==> config.mk <==
export PLATFORM = sky130hd
export DESIGN_NAME = cbrm_queue
export DESIGN_NICKNAME = d
export VERILOG_FILES = /design/src/rtl/cbrm_pkg.sv /design/src/rtl/cbrm_queue.sv
export SDC_FILE = /design/constraint.sdc
export NUM_CORES = 1
export LEC_CHECK = 0
export ABC_AREA = 1
export BUFFER_PORTS_ARGS = -buffer_cell sky130_fd_sc_hd__buf_2
export CAP_MARGIN = 25
export CORE_MARGIN = 2
export CORE_UTILIZATION = 45
export CTS_CLUSTER_SIZE = 25
export DETAILED_ROUTE_END_ITERATION = 7
export GPL_TIMING_DRIVEN = 0
export PLACE_DENSITY = 0.8
export SLEW_MARGIN = 0
export SYNTH_ARGS = -nofsm -noshare
export SYNTH_HDL_FRONTEND = slang
export SYNTH_SLANG_ARGS = --single-unit
==> constraint.sdc <==
create_clock -name clk_i -period 14.15 [get_ports clk_i]
set_clock_uncertainty 0.15 [all_clocks]
set_input_delay 1.415 -clock clk_i [delete_from_list [all_inputs] [get_ports clk_i]]
set_output_delay 1.415 -clock clk_i [all_outputs]
set_load 0.02 [all_outputs]
==> src/rtl/cbrm_pkg.sv <==
// Shared types and constants of the compressed block range mapper.
// Used by every module of the block but cbrm_ram; depends on nothing else.
package cbrm_pkg;

  localparam int unsigned MaxBlocksDefault = 4096;
  localparam int unsigned PageBitsDefault  = 12;
  localparam int unsigned QueueDepth       = 2;

  localparam int unsigned OffW    = 48;
  localparam int unsigned LenW    = 16;
  localparam int unsigned PageW   = 36;
  localparam int unsigned SectorW = 39;
  localparam int unsigned CountW  = 16;
  localparam int unsigned IndexW  = 12;
  localparam int unsigned ShiftW  = 5;
  localparam int unsigned SectorBits = 9;

  localparam logic [OffW-1:0] BaseOffset    = OffW'(512);
  localparam logic [LenW-1:0] ChecksumBytes = LenW'(4);

  typedef enum logic [1:0] {
    OP_APPEND = 2'd0,
    OP_MAP    = 2'd1,
    OP_LOCATE = 2'd2
  } opcode_e;

  typedef enum logic [1:0] {
    STS_OK       = 2'd0,
    STS_RANGE    = 2'd1,
    STS_FULL     = 2'd2,
    STS_UNLOADED = 2'd3
  } status_e;

  typedef enum logic [1:0] {
    CMD_APPEND,
    CMD_MAP,
    CMD_LOCATE,
    CMD_REJECT
  } cmd_kind_e;

  typedef struct packed {
    cmd_kind_e         kind;
    logic [LenW-1:0]   len;
    logic [OffW-1:0]   sidx;
    logic [OffW-1:0]   eidx;
  } cmd_t;

  typedef struct packed {
    status_e            status;
    logic [OffW-1:0]    begin_offset;
    logic [OffW-1:0]    byte_length;
    logic [PageW-1:0]   first_page;
    logic [PageW-1:0]   page_count;
    logic [PageW-1:0]   full_pages;
    logic               single_page;
  } res_t;

endpackage

==> src/rtl/cbrm_queue.sv <==
// Short command queue between the front end and the table sequencer.
// Depends on cbrm_pkg.
module cbrm_queue import cbrm_pkg::*; (
  input  logic clk_i,
  input  logic rst_ni,
  input  logic push_i,
  input  cmd_t cmd_i,
  output logic full_o,
  input  logic pop_i,
  output logic valid_o,
  output cmd_t cmd_o
);

  localparam int unsigned PtrW = (QueueDepth > 1) ? $clog2(QueueDepth) : 1;
  localparam int unsigned CntW = $clog2(QueueDepth + 1);

  cmd_t            slot_q [QueueDepth];
  logic [PtrW-1:0] wr_ptr_q, rd_ptr_q;
  logic [CntW-1:0] cnt_q;
  logic            do_push, do_pop;

  assign do_push = push_i && (cnt_q != CntW'(QueueDepth));
  assign do_pop  = pop_i && (cnt_q != '0);

  always_ff @(posedge clk_i or negedge rst_ni) begin
    if (!rst_ni) begin
      wr_ptr_q <= '0;
      rd_ptr_q <= '0;
      cnt_q    <= '0;
    end else begin
      if (do_push) begin
        wr_ptr_q <= (wr_ptr_q == PtrW'(QueueDepth - 1)) ? '0 : wr_ptr_q + PtrW'(1);
      end
      if (do_pop) begin
        rd_ptr_q <= (rd_ptr_q == PtrW'(QueueDepth - 1)) ? '0 : rd_ptr_q + PtrW'(1);
      end
      if (do_push && !do_pop) begin
        cnt_q <= cnt_q + CntW'(1);
      end else if (do_pop && !do_push) begin
        cnt_q <= cnt_q - CntW'(1);
      end
    end
  end

  always_ff @(posedge clk_i) begin
    if (do_push) begin
      slot_q[wr_ptr_q] <= cmd_i;
    end
  end

  assign full_o  = (cnt_q == CntW'(QueueDepth));
  assign valid_o = (cnt_q != '0);
  assign cmd_o   = slot_q[rd_ptr_q];

endmodule

Word-level counts from Yosys, hierarchy flattened
Memory sizes are Yosys's and may differ from the RTL's. Index checks and enable logic that the tools add are counted. W data, S select, Z words.

Logic and storage cells: 24. Flip-flop bits (word level): 4. Memories: 1. Bits in writable memories: 228. Input port bits: 118.

Memory list: slot_q (words 2, bits a word 114, rd ports 1, clocked after Yosys merged registers in 0, wr ports 1, line cbrm_queue.sv:17) `cmd_t slot_q [QueueDepth];`.

Reduce and logical (&&, ||, !) cells: 8. Add/subtract/negate cells: 4. Equality and inequality tests: 2. Mux-type cells: 6.

Operators with widths (number): $logic_and A1 B1 Y1 (4); $mux W1 (4); $mux W2 (2); $reduce_bool A2 Y1 (2); $add A1 B1 Y1 const B (2); $add A2 B1 Y2 const B (1); $eq A2 B2 Y1 const B (1); $logic_not A1 Y1 (2); $ne A2 B2 Y1 const B (1); $sub A2 B1 Y2 const B (1).

Depth between registers and ports, before layout
Gate-level depths: netlist (run 1).

Depth after elaboration: 6. Gate-level depth with buffers: 9. Mapped depth without buffers: 9.

Worst setup path after synthesis (run 1)
OpenSTA, ideal clock, no wires.

Path type: input to register. Start: input port push_i. End: memory slot_q[1][0] (netlist name), enable pin. Required time: 13412 ps. Slack: 7152 ps. Buffers on the path: 0. Library setup time: 588 ps. Data arrival time: 6260 ps. Cell stages on the path: 2. Cell sequence: o21ai_0 > nor2_1.

Cells in the longest elaborated chain, start to end: 3.

Ends and longest elaborated chain: from (decl) (line cbrm_queue.sv:6) `input logic push_i,`; $logic_and A1 B1 Y1 (line cbrm_queue.sv:22) `assign do_push = push_i && (cnt_q != CntW'(QueueDepth));`; $mux W1 (line cbrm_queue.sv:46) `if (do_push) begin`; $mux W1 (not written as such) (line cbrm_queue.sv:47) `slot_q[wr_ptr_q] <= cmd_i;`; to (decl) (line cbrm_queue.sv:17).

No other way between the ends.

==> flow_results.xml, run 1 <==
<?xml version="1.0" encoding="UTF-8"?>
<metrics>
  <group name="status">
    <metric name="outcome" unit="">finished clean</metric>
  </group>
  <group name="sta">
    <metric name="timing_worst_slew_pin_value" unit="ns">0.811</metric>
    <metric name="layout_worst_path_cycle_share" unit="%">23.9</metric>
    <metric name="setup_viol_count_final" unit="">0</metric>
    <metric name="rsz0062_at_grt" unit="">false</metric>
    <metric name="fin_ws" unit="ns">10.77</metric>
    <metric name="maxClockFrequency" unit="GHz">0.295</metric>
    <metric name="max_slew_margin" unit="%">45.8</metric>
    <metric name="finalHoldViolCount" unit="">0</metric>
    <metric name="maxSlewViolCount" unit="">0</metric>
    <metric name="final_period_minus_worst_setup_slack" unit="ns">3.38</metric>
    <metric name="setup_tns_after_final_layout" unit="ns">0</metric>
    <metric name="hold_ws" unit="ns">0.328</metric>
  </group>
  <group name="final_layout">
    <metric name="area_growth" unit="%">27.0</metric>
    <metric name="layoutNonFillerInstCount" unit="">1142</metric>
    <metric name="multi_input_area" unit="µm²">1390</metric>
    <metric name="regArea" unit="µm²">6950</metric>
    <metric name="nets" unit="">1009</metric>
    <metric name="post-route-cell-area" unit="µm²">10800</metric>
    <metric name="fraction_of_layout_cells_with_a_size_suffix_above_1" unit="%">33.1</metric>
    <metric name="filler_cell_count" unit="">1478</metric>
  </group>
  <group name="clock_tree">
    <metric name="register_clock_pin_slew_on_the_reported_worst_setup_and_hold_paths" unit="ns">0.06</metric>
    <metric name="cts_made_buffers" unit="">24</metric>
    <metric name="tritoncts_clock_tree" unit="">built</metric>
    <metric name="number_of_levels_the_h_tree_was_split_into" unit="">1</metric>
    <metric name="clock_root_buffer" unit="">clkbuf_16</metric>
    <metric name="clock_sinks" unit="">232</metric>
    <metric name="number_of_buffers_inserted_to_repair_setup_after_cts" unit="">0</metric>
    <metric name="ctsResizeCount" unit="">0</metric>
    <metric name="post_cts_hold_buffer_count" unit="">0</metric>
    <metric name="clk_path_buf_depth" unit="">3</metric>
    <metric name="worstSkewPairLatency" unit="ns">0.50</metric>
  </group>
  <group name="pwr">
    <metric name="leakage" unit="nW">4.73</metric>
    <metric name="power_density" unit="nW/µm²">225</metric>
    <metric name="peakVddDrop" unit="mV">0.129</metric>
  </group>
  <group name="logic_synthesis">
    <metric name="synth_nets" unit="">746</metric>
    <metric name="yosys_warnings" unit="">0</metric>
    <metric name="seq_area_frac_synth" unit="%">81.4</metric>
    <metric name="synth_top_cell_area_share" unit="%">80.2</metric>
    <metric name="synthTopCellsByArea" unit="">edfxtp_1 (80%), nand2_1 (16%), dfrtp_1 (1.2%)</metric>
    <metric name="yosys-top-cells-count" unit="">nand2_1 (353), edfxtp_1 (228), buf_2 (16)</metric>
    <metric name="synthMostInstantiatedCell" unit="">nand2_1</metric>
    <metric name="dominantRegCellSynth" unit="">edfxtp_1</metric>
    <metric name="number_of_synthesized_flops_with_an_enable_pin" unit="">228</metric>
    <metric name="ys_seq_elements" unit="">232</metric>
    <metric name="post_synth_inst_count" unit="">627</metric>
    <metric name="synth.distinct_cells" unit="">14</metric>
    <metric name="netlist_area" unit="µm²">8530</metric>
    <metric name="synthArstFlopShare" unit="%">1.72</metric>
    <metric name="synthesis.area_per_instance" unit="µm²">13.6</metric>
    <metric name="synth.largest_area_cell" unit="">edfxtp_1</metric>
  </group>
  <group name="worst_setup_path">
    <metric name="worst_ep_arrival_time" unit="ns">1.82</metric>
    <metric name="critical-path-top-delay-family" unit="">buffers and inverters</metric>
    <metric name="cp_cell_sequence" unit="">buf_4 -&gt; inv_4 -&gt; buf_6 -&gt; buf_6 -&gt; nand2_1 -&gt; nand2_1 -&gt; buf_2</metric>
    <metric name="critical_path.endpoint_type" unit="">output port</metric>
    <metric name="critical-path-slowest-cell" unit="">dfrtp_1</metric>
    <metric name="timing.critical_path.from_type" unit="">flop</metric>
    <metric name="cp.buffers_inverters" unit="">5</metric>
    <metric name="critPathMaxFanout" unit="">10</metric>
    <metric name="critical_path_class" unit="">reg -&gt; out</metric>
    <metric name="slowest_delay" unit="ns">0.36</metric>
    <metric name="cp_data_required_time" unit="ns">12.59</metric>
  </group>
  <group name="job">
    <metric name="max_cap_viol_count" unit="">0</metric>
  </group>
  <group name="placement">
    <metric name="buffer_ports.inserted" unit="">233</metric>
    <metric name="hpwl" unit="µm">11900</metric>
    <metric name="postPlaceCellArea" unit="µm²">10100</metric>
    <metric name="gp_congestion" unit="">0.754</metric>
    <metric name="dp.cells" unit="">1098</metric>
    <metric name="dp_slack" unit="ns">10.98</metric>
  </group>
  <group name="detailed_routing">
    <metric name="drt_pass1_iterations" unit="">4</metric>
    <metric name="route.final.wire_length" unit="µm">18200</metric>
    <metric name="drt-vias-per-instance" unit="">4.74</metric>
    <metric name="drt_iter0_markers" unit="">250</metric>
    <metric name="detail-route-antenna-nets" unit="">0</metric>
    <metric name="avgRoutedWirePerCell" unit="µm">15.9</metric>
    <metric name="drc" unit="">0</metric>
    <metric name="vias" unit="">5413</metric>
  </group>
  <group name="floorplanning">
    <metric name="dieWidth" unit="µm">142</metric>
    <metric name="initial_core_util" unit="%">45.8</metric>
    <metric name="io_pins" unit="">234</metric>
    <metric name="die_area" unit="µm²">20100</metric>
    <metric name="area_of_the_core" unit="µm²">18600</metric>
    <metric name="num_rows" unit="">50</metric>
    <metric name="die_height" unit="µm">142</metric>
  </group>
  <group name="grt">
    <metric name="grt_remaining_overflow" unit="">0</metric>
    <metric name="number_of_antenna_violations_at_the_first_check_in_global_routing" unit="">3</metric>
    <metric name="global_route.usage.total" unit="%">17.4</metric>
    <metric name="grt_pass1_vias" unit="">5501</metric>
    <metric name="grt_start_max_net_pins" unit="">74</metric>
    <metric name="grt_first_pass_wirelength" unit="µm">27300</metric>
  </group>
  <group name="worst_hold_path">
    <metric name="min_path_type" unit="">reg -&gt; reg</metric>
  </group>
</metrics>
[state kept, by name (all words and copies together), names as in the netlist]
signal and flops:
wr_ptr_q 1, rd_ptr_q 1, slot_q 228, cnt_q 2
[metrics by stage]
step                      util, %  power, mW
after floorplan                 -       1.56
after global placement       53.6       1.88
after detailed placement     54.1       1.88
after CTS                    58.1       2.47
after global routing         58.1       2.58
final                        58.1       2.44
[worst register-to-register path: stages (launching register included)]
cell,delay (ns)
dfrtp_1,0.38
inv_1,0.11
nor2_1,0.07
nor2_1,0.15
nand2_1,0.15
inv_6,0.35
buf_16,0.39
[final timing paths]
| path | end | slack [ns] | cells past startpoint | start |
|---|---|---|---|---|
| max in group asynchronous | rd_ptr_q | 13.15 | 1 | rst_ni |
| setup reg to reg | slot_q[0][65] | 12.02 | 6 | cnt_q[1] |
| min in group asynchronous | cnt_q[1] | 0.57 | 1 | rst_ni |
| hold / removal | cnt_q[1] | 0.33 | 2 | cnt_q[1] |
| setup / recovery | cmd_o[71] | 10.77 | 7 | rd_ptr_q |
| hold reg to reg | cnt_q[1] | 0.33 | 2 | cnt_q[1] |
[logic make-up (layout without fill, tap and decap cells)]
family / after synthesis / after routing / share of synthesized area [%]
fa+ha+maj: 1 / 1 / 0.147
other cells: 0 / 1 / 0
compound gates: 1 / 1 / 0.0586
flops: 232 / 232 / 81.4
xor+xnor: 1 / 1 / 0.103
simple gates: 359 / 359 / 15.9
buf+inv: 33 / 313 / 2.42
[routing by layer]
metal / global-route usage (%) / part of all wire, %
met2: 30.8 / 49
met3: 6.61 / 10
met5: 0 / 0.14
met1: 19.3 / 39
met4: 5.47 / 2.1
[cell type report]
| type | count | area share (%) |
|---|---|---|
| multi-input combinational | 362 | 12.8 |
| clock inverter | 11 | 0.485 |
| timing repair buffer | 237 | 11.6 |
| inverter | 8 | 0.346 |
| buffer | 25 | 1.60 |
| tap | 234 | 2.70 |
| sequential | 232 | 64.1 |
| antenna | 1 | 0.0231 |
| clock buffer | 32 | 6.38 |
[placed cells by master, fill, tap and decap left out]
| cell | n |
|---|---|
| nand4_1 | 1 |
| clkbuf_1 | 3 |
| inv_6 | 1 |
| nor2_1 | 2 |
| inv_1 | 6 |
| clkinv_1 | 5 |
| edfxtp_1 | 228 |
| o21ai_0 | 1 |
| buf_2 | 249 |
| clkbuf_8 | 4 |
| buf_6 | 7 |
| dfrtp_1 | 4 |
| nor2_4 | 1 |
| buf_12 | 3 |
| buf_4 | 2 |
| clkinv_2 | 5 |
| diode_2 | 1 |
| xnor2_1 | 1 |
| nand2_1 | 353 |
| ha_1 | 1 |
| buf_16 | 1 |
| clkinv_4 | 1 |
| nand3_1 | 2 |
| clkbuf_16 | 25 |
| inv_4 | 1 |
[where the power goes]
part	switching, mW	internal, mW	leakage (nW)	total (mW)
Combinational	0.627	0.260	2.19	0.887
Sequential	0.0349	0.936	2.17	0.971
Clock	0.243	0.341	0.372	0.584
Total	0.904	1.54	4.73	2.44
Note: power is estimated with default switching activity, not from simulation.
==> inputs of run 2 (changes only) <==
==> constraint.sdc (replaced) <==
create_clock -name clk_i -period 3.18 [get_ports clk_i]
set_clock_uncertainty 0.15 [all_clocks]
set_input_delay 0.318 -clock clk_i [delete_from_list [all_inputs] [get_ports clk_i]]
set_output_delay 0.318 -clock clk_i [all_outputs]
set_load 0.02 [all_outputs]
==> run 2 against run 1 <==
  * Clock-buffer cell count down 2
  * Combinational power grew to 4.7 times the previous value
  * Global-route usage rose by 2.9 points
  * Register-to-register slack got worse by 11 ns
  * Clock power grew to 5.2 times the previous value
  * Die area unchanged
  * Non-clock buffer count increased by 119
  * Largest power group unchanged
==> flow_results.xml, run 2 (synthesized netlist as in run 1, its figures left out) <==
<?xml version="1.0" encoding="UTF-8"?>
<metrics>
  <group name="final_layout">
    <metric name="largest_reg_flops" unit="">228</metric>
    <metric name="filler_cell_count" unit="">1288</metric>
    <metric name="layout.cells.most_common" unit="">nand2_1</metric>
    <metric name="area_growth" unit="%">42.8</metric>
    <metric name="biggestRegsByFlops" unit="">slot_q x228, cnt_q x2</metric>
    <metric name="fraction_of_layout_cells_with_a_size_suffix_above_1" unit="%">29.9</metric>
    <metric name="max_flop_register" unit="">slot_q</metric>
    <metric name="nets" unit="">1129</metric>
    <metric name="num_antenna_cells" unit="">0</metric>
    <metric name="layoutNonFillerInstCount" unit="">1262</metric>
    <metric name="layout_common_cells" unit="">nand2_1 (353), buf_2 (249), edfxtp_1 (228), dlygate4sd3_1 (117), clkbuf_16 (25)</metric>
  </group>
  <group name="floorplanning">
    <metric name="io_pins" unit="">234</metric>
    <metric name="area_of_the_core" unit="µm²">18600</metric>
    <metric name="dieWidth" unit="µm">142</metric>
    <metric name="die_area" unit="µm²">20100</metric>
    <metric name="initial_core_util" unit="%">45.8</metric>
    <metric name="die_height" unit="µm">142</metric>
    <metric name="num_rows" unit="">50</metric>
  </group>
  <group name="grt">
    <metric name="grt_start_max_net_pins" unit="">42</metric>
    <metric name="global_route.usage.total" unit="%">20.2</metric>
    <metric name="grt_pass1_vias" unit="">6231</metric>
    <metric name="grt_first_pass_wirelength" unit="µm">31500</metric>
    <metric name="number_of_antenna_violations_at_the_first_check_in_global_routing" unit="">0</metric>
    <metric name="grt_remaining_overflow" unit="">0</metric>
  </group>
  <group name="sta">
    <metric name="max_slew_margin" unit="%">43.8</metric>
    <metric name="finalHoldViolCount" unit="">0</metric>
    <metric name="final_period_minus_worst_setup_slack" unit="ns">2.44</metric>
    <metric name="setup_tns_after_final_layout" unit="ns">0</metric>
    <metric name="timing_worst_slew_pin_value" unit="ns">0.842</metric>
    <metric name="maxClockFrequency" unit="GHz">0.410</metric>
    <metric name="rsz0062_at_grt" unit="">false</metric>
    <metric name="setup_viol_count_final" unit="">0</metric>
    <metric name="layout_worst_path_cycle_share" unit="%">76.7</metric>
    <metric name="maxSlewViolCount" unit="">0</metric>
  </group>
  <group name="detailed_routing">
    <metric name="drt_iter0_markers" unit="">322</metric>
    <metric name="drc" unit="">0</metric>
    <metric name="drt-vias-per-instance" unit="">4.78</metric>
    <metric name="route.final.wire_length" unit="µm">21100</metric>
    <metric name="maxUsedRoutingLayer" unit="">met4</metric>
    <metric name="vias" unit="">6038</metric>
    <metric name="met1Wirelength" unit="µm">8110</metric>
    <metric name="avgRoutedWirePerCell" unit="µm">16.7</metric>
    <metric name="met3_length" unit="µm">1510</metric>
    <metric name="detailroute.wirelength.met2" unit="µm">10900</metric>
    <metric name="drt_pass1_iterations" unit="">4</metric>
    <metric name="detail-route-antenna-nets" unit="">0</metric>
  </group>
  <group name="job">
    <metric name="max_cap_viol_count" unit="">0</metric>
  </group>
  <group name="pwr">
    <metric name="peakVddDrop" unit="mV">0.520</metric>
    <metric name="power_density" unit="nW/µm²">949</metric>
    <metric name="leakage" unit="nW">5.28</metric>
  </group>
  <group name="placement">
    <metric name="gp_congestion" unit="">0.726</metric>
    <metric name="dp.cells" unit="">1100</metric>
    <metric name="buffer_ports.inserted" unit="">233</metric>
    <metric name="hpwl" unit="µm">12400</metric>
  </group>
  <group name="worst_setup_path">
    <metric name="r2r_slack" unit="ns">0.74</metric>
    <metric name="cp_data_required_time" unit="ns">3.25</metric>
    <metric name="timing.critical_path.from_type" unit="">flop</metric>
    <metric name="critical_path.endpoint_type" unit="">flop</metric>
    <metric name="critical_path_class" unit="">reg -&gt; reg</metric>
    <metric name="critPathMaxFanout" unit="">40</metric>
    <metric name="worst_ep_arrival_time" unit="ns">2.51</metric>
  </group>
  <group name="clock_tree">
    <metric name="number_of_levels_the_h_tree_was_split_into" unit="">1</metric>
    <metric name="number_of_buffers_inserted_to_repair_setup_after_cts" unit="">0</metric>
    <metric name="clock_root_buffer" unit="">clkbuf_16</metric>
    <metric name="clock_sinks" unit="">232</metric>
    <metric name="clk_path_buf_depth" unit="">3</metric>
    <metric name="tritoncts_clock_tree" unit="">built</metric>
    <metric name="worstSkewPairLatency" unit="ns">0.52</metric>
    <metric name="register_clock_pin_slew_on_the_reported_worst_setup_and_hold_paths" unit="ns">0.07</metric>
    <metric name="cts_made_buffers" unit="">25</metric>
  </group>
  <group name="worst_hold_path">
    <metric name="min_path_type" unit="">in -&gt; reg</metric>
  </group>
  <group name="status">
    <metric name="outcome" unit="">finished clean</metric>
  </group>
</metrics>
## run 2: per-layer routing
| layer | track usage [%] | vias up |
|---|---|---|
| li1 | - | 2889 |
| met1 | 23.6 | 2872 |
| met2 | 36.9 | 232 |
| met3 | 4.79 | 45 |
| met4 | 6.37 | 0 |
| met5 | 0 | - |
## run 2: worst paths after layout
kind                           from            end  cells past startpoint
min in group asynchronous    rst_ni       wr_ptr_q                      3
setup reg to reg           cnt_q[0]  slot_q[0][67]                      5
hold / removal               push_i       wr_ptr_q                      4
setup / recovery           cnt_q[0]  slot_q[0][67]                      5
max in group asynchronous    rst_ni       cnt_q[0]                      3
hold reg to reg            cnt_q[1]       cnt_q[1]                      2
## run 2: cell type report
cell class	count	area, µm²	area share [%]
multi-input cells	362	1390	11.4
clock inverters	15	214	1.76
flip-flops and latches	232	6950	57.0
plain buffers	25	174	1.43
clock buffers	30	664	5.45
repair buffers	356	2460	20.2
inverters	8	36.3	0.298
well taps	234	293	2.40
## run 2: critical path: stages (launching register included)
cell,delay [ns]
dfrtp_1,0.44
nor2_2,0.16
nor2_1,0.08
nand2_1,0.13
clkinvlp_4,0.68
buf_12,0.46
## run 2: report_power, final
part | leakage (nW) | internal [mW] | switching, mW
combinational | 2.69 | 1.28 | 2.88
clock | 0.420 | 1.90 | 1.16
sequential | 2.17 | 4.17 | 0.169
total | 5.28 | 7.35 | 4.21
## run 2: per-stage QoR
| step | setup slack [ns] | utilization, % | power [mW] | cell area, µm² | hold WS [ns] |
|---|---|---|---|---|---|
| after floorplan | 0.0881 | - | 6.89 | 8550 | -0.128 |
| after global placement | -0.725 | 53.7 | 8.25 | 10000 | -0.0231 |
| after detailed placement | 0.755 | 54.3 | 8.41 | 10100 | -0.0215 |
| after CTS | 0.716 | 65.3 | 11.6 | 12200 | 0.0500 |
| after global routing | 0.566 | 65.3 | 12.2 | 12200 | 0.100 |
| final | 0.741 | 65.3 | 11.6 | 12200 | 0.0648 |
## run 2: timing repair
| item | 4_1_cts | 5_1_grt |
|---|---|---|
| setup endpoints to repair | 0 | 0 |
| hold endpoints to repair | 233 | 0 |
| gates resized for setup | 0 | 0 |
| hold buffers | 117 | 0 |
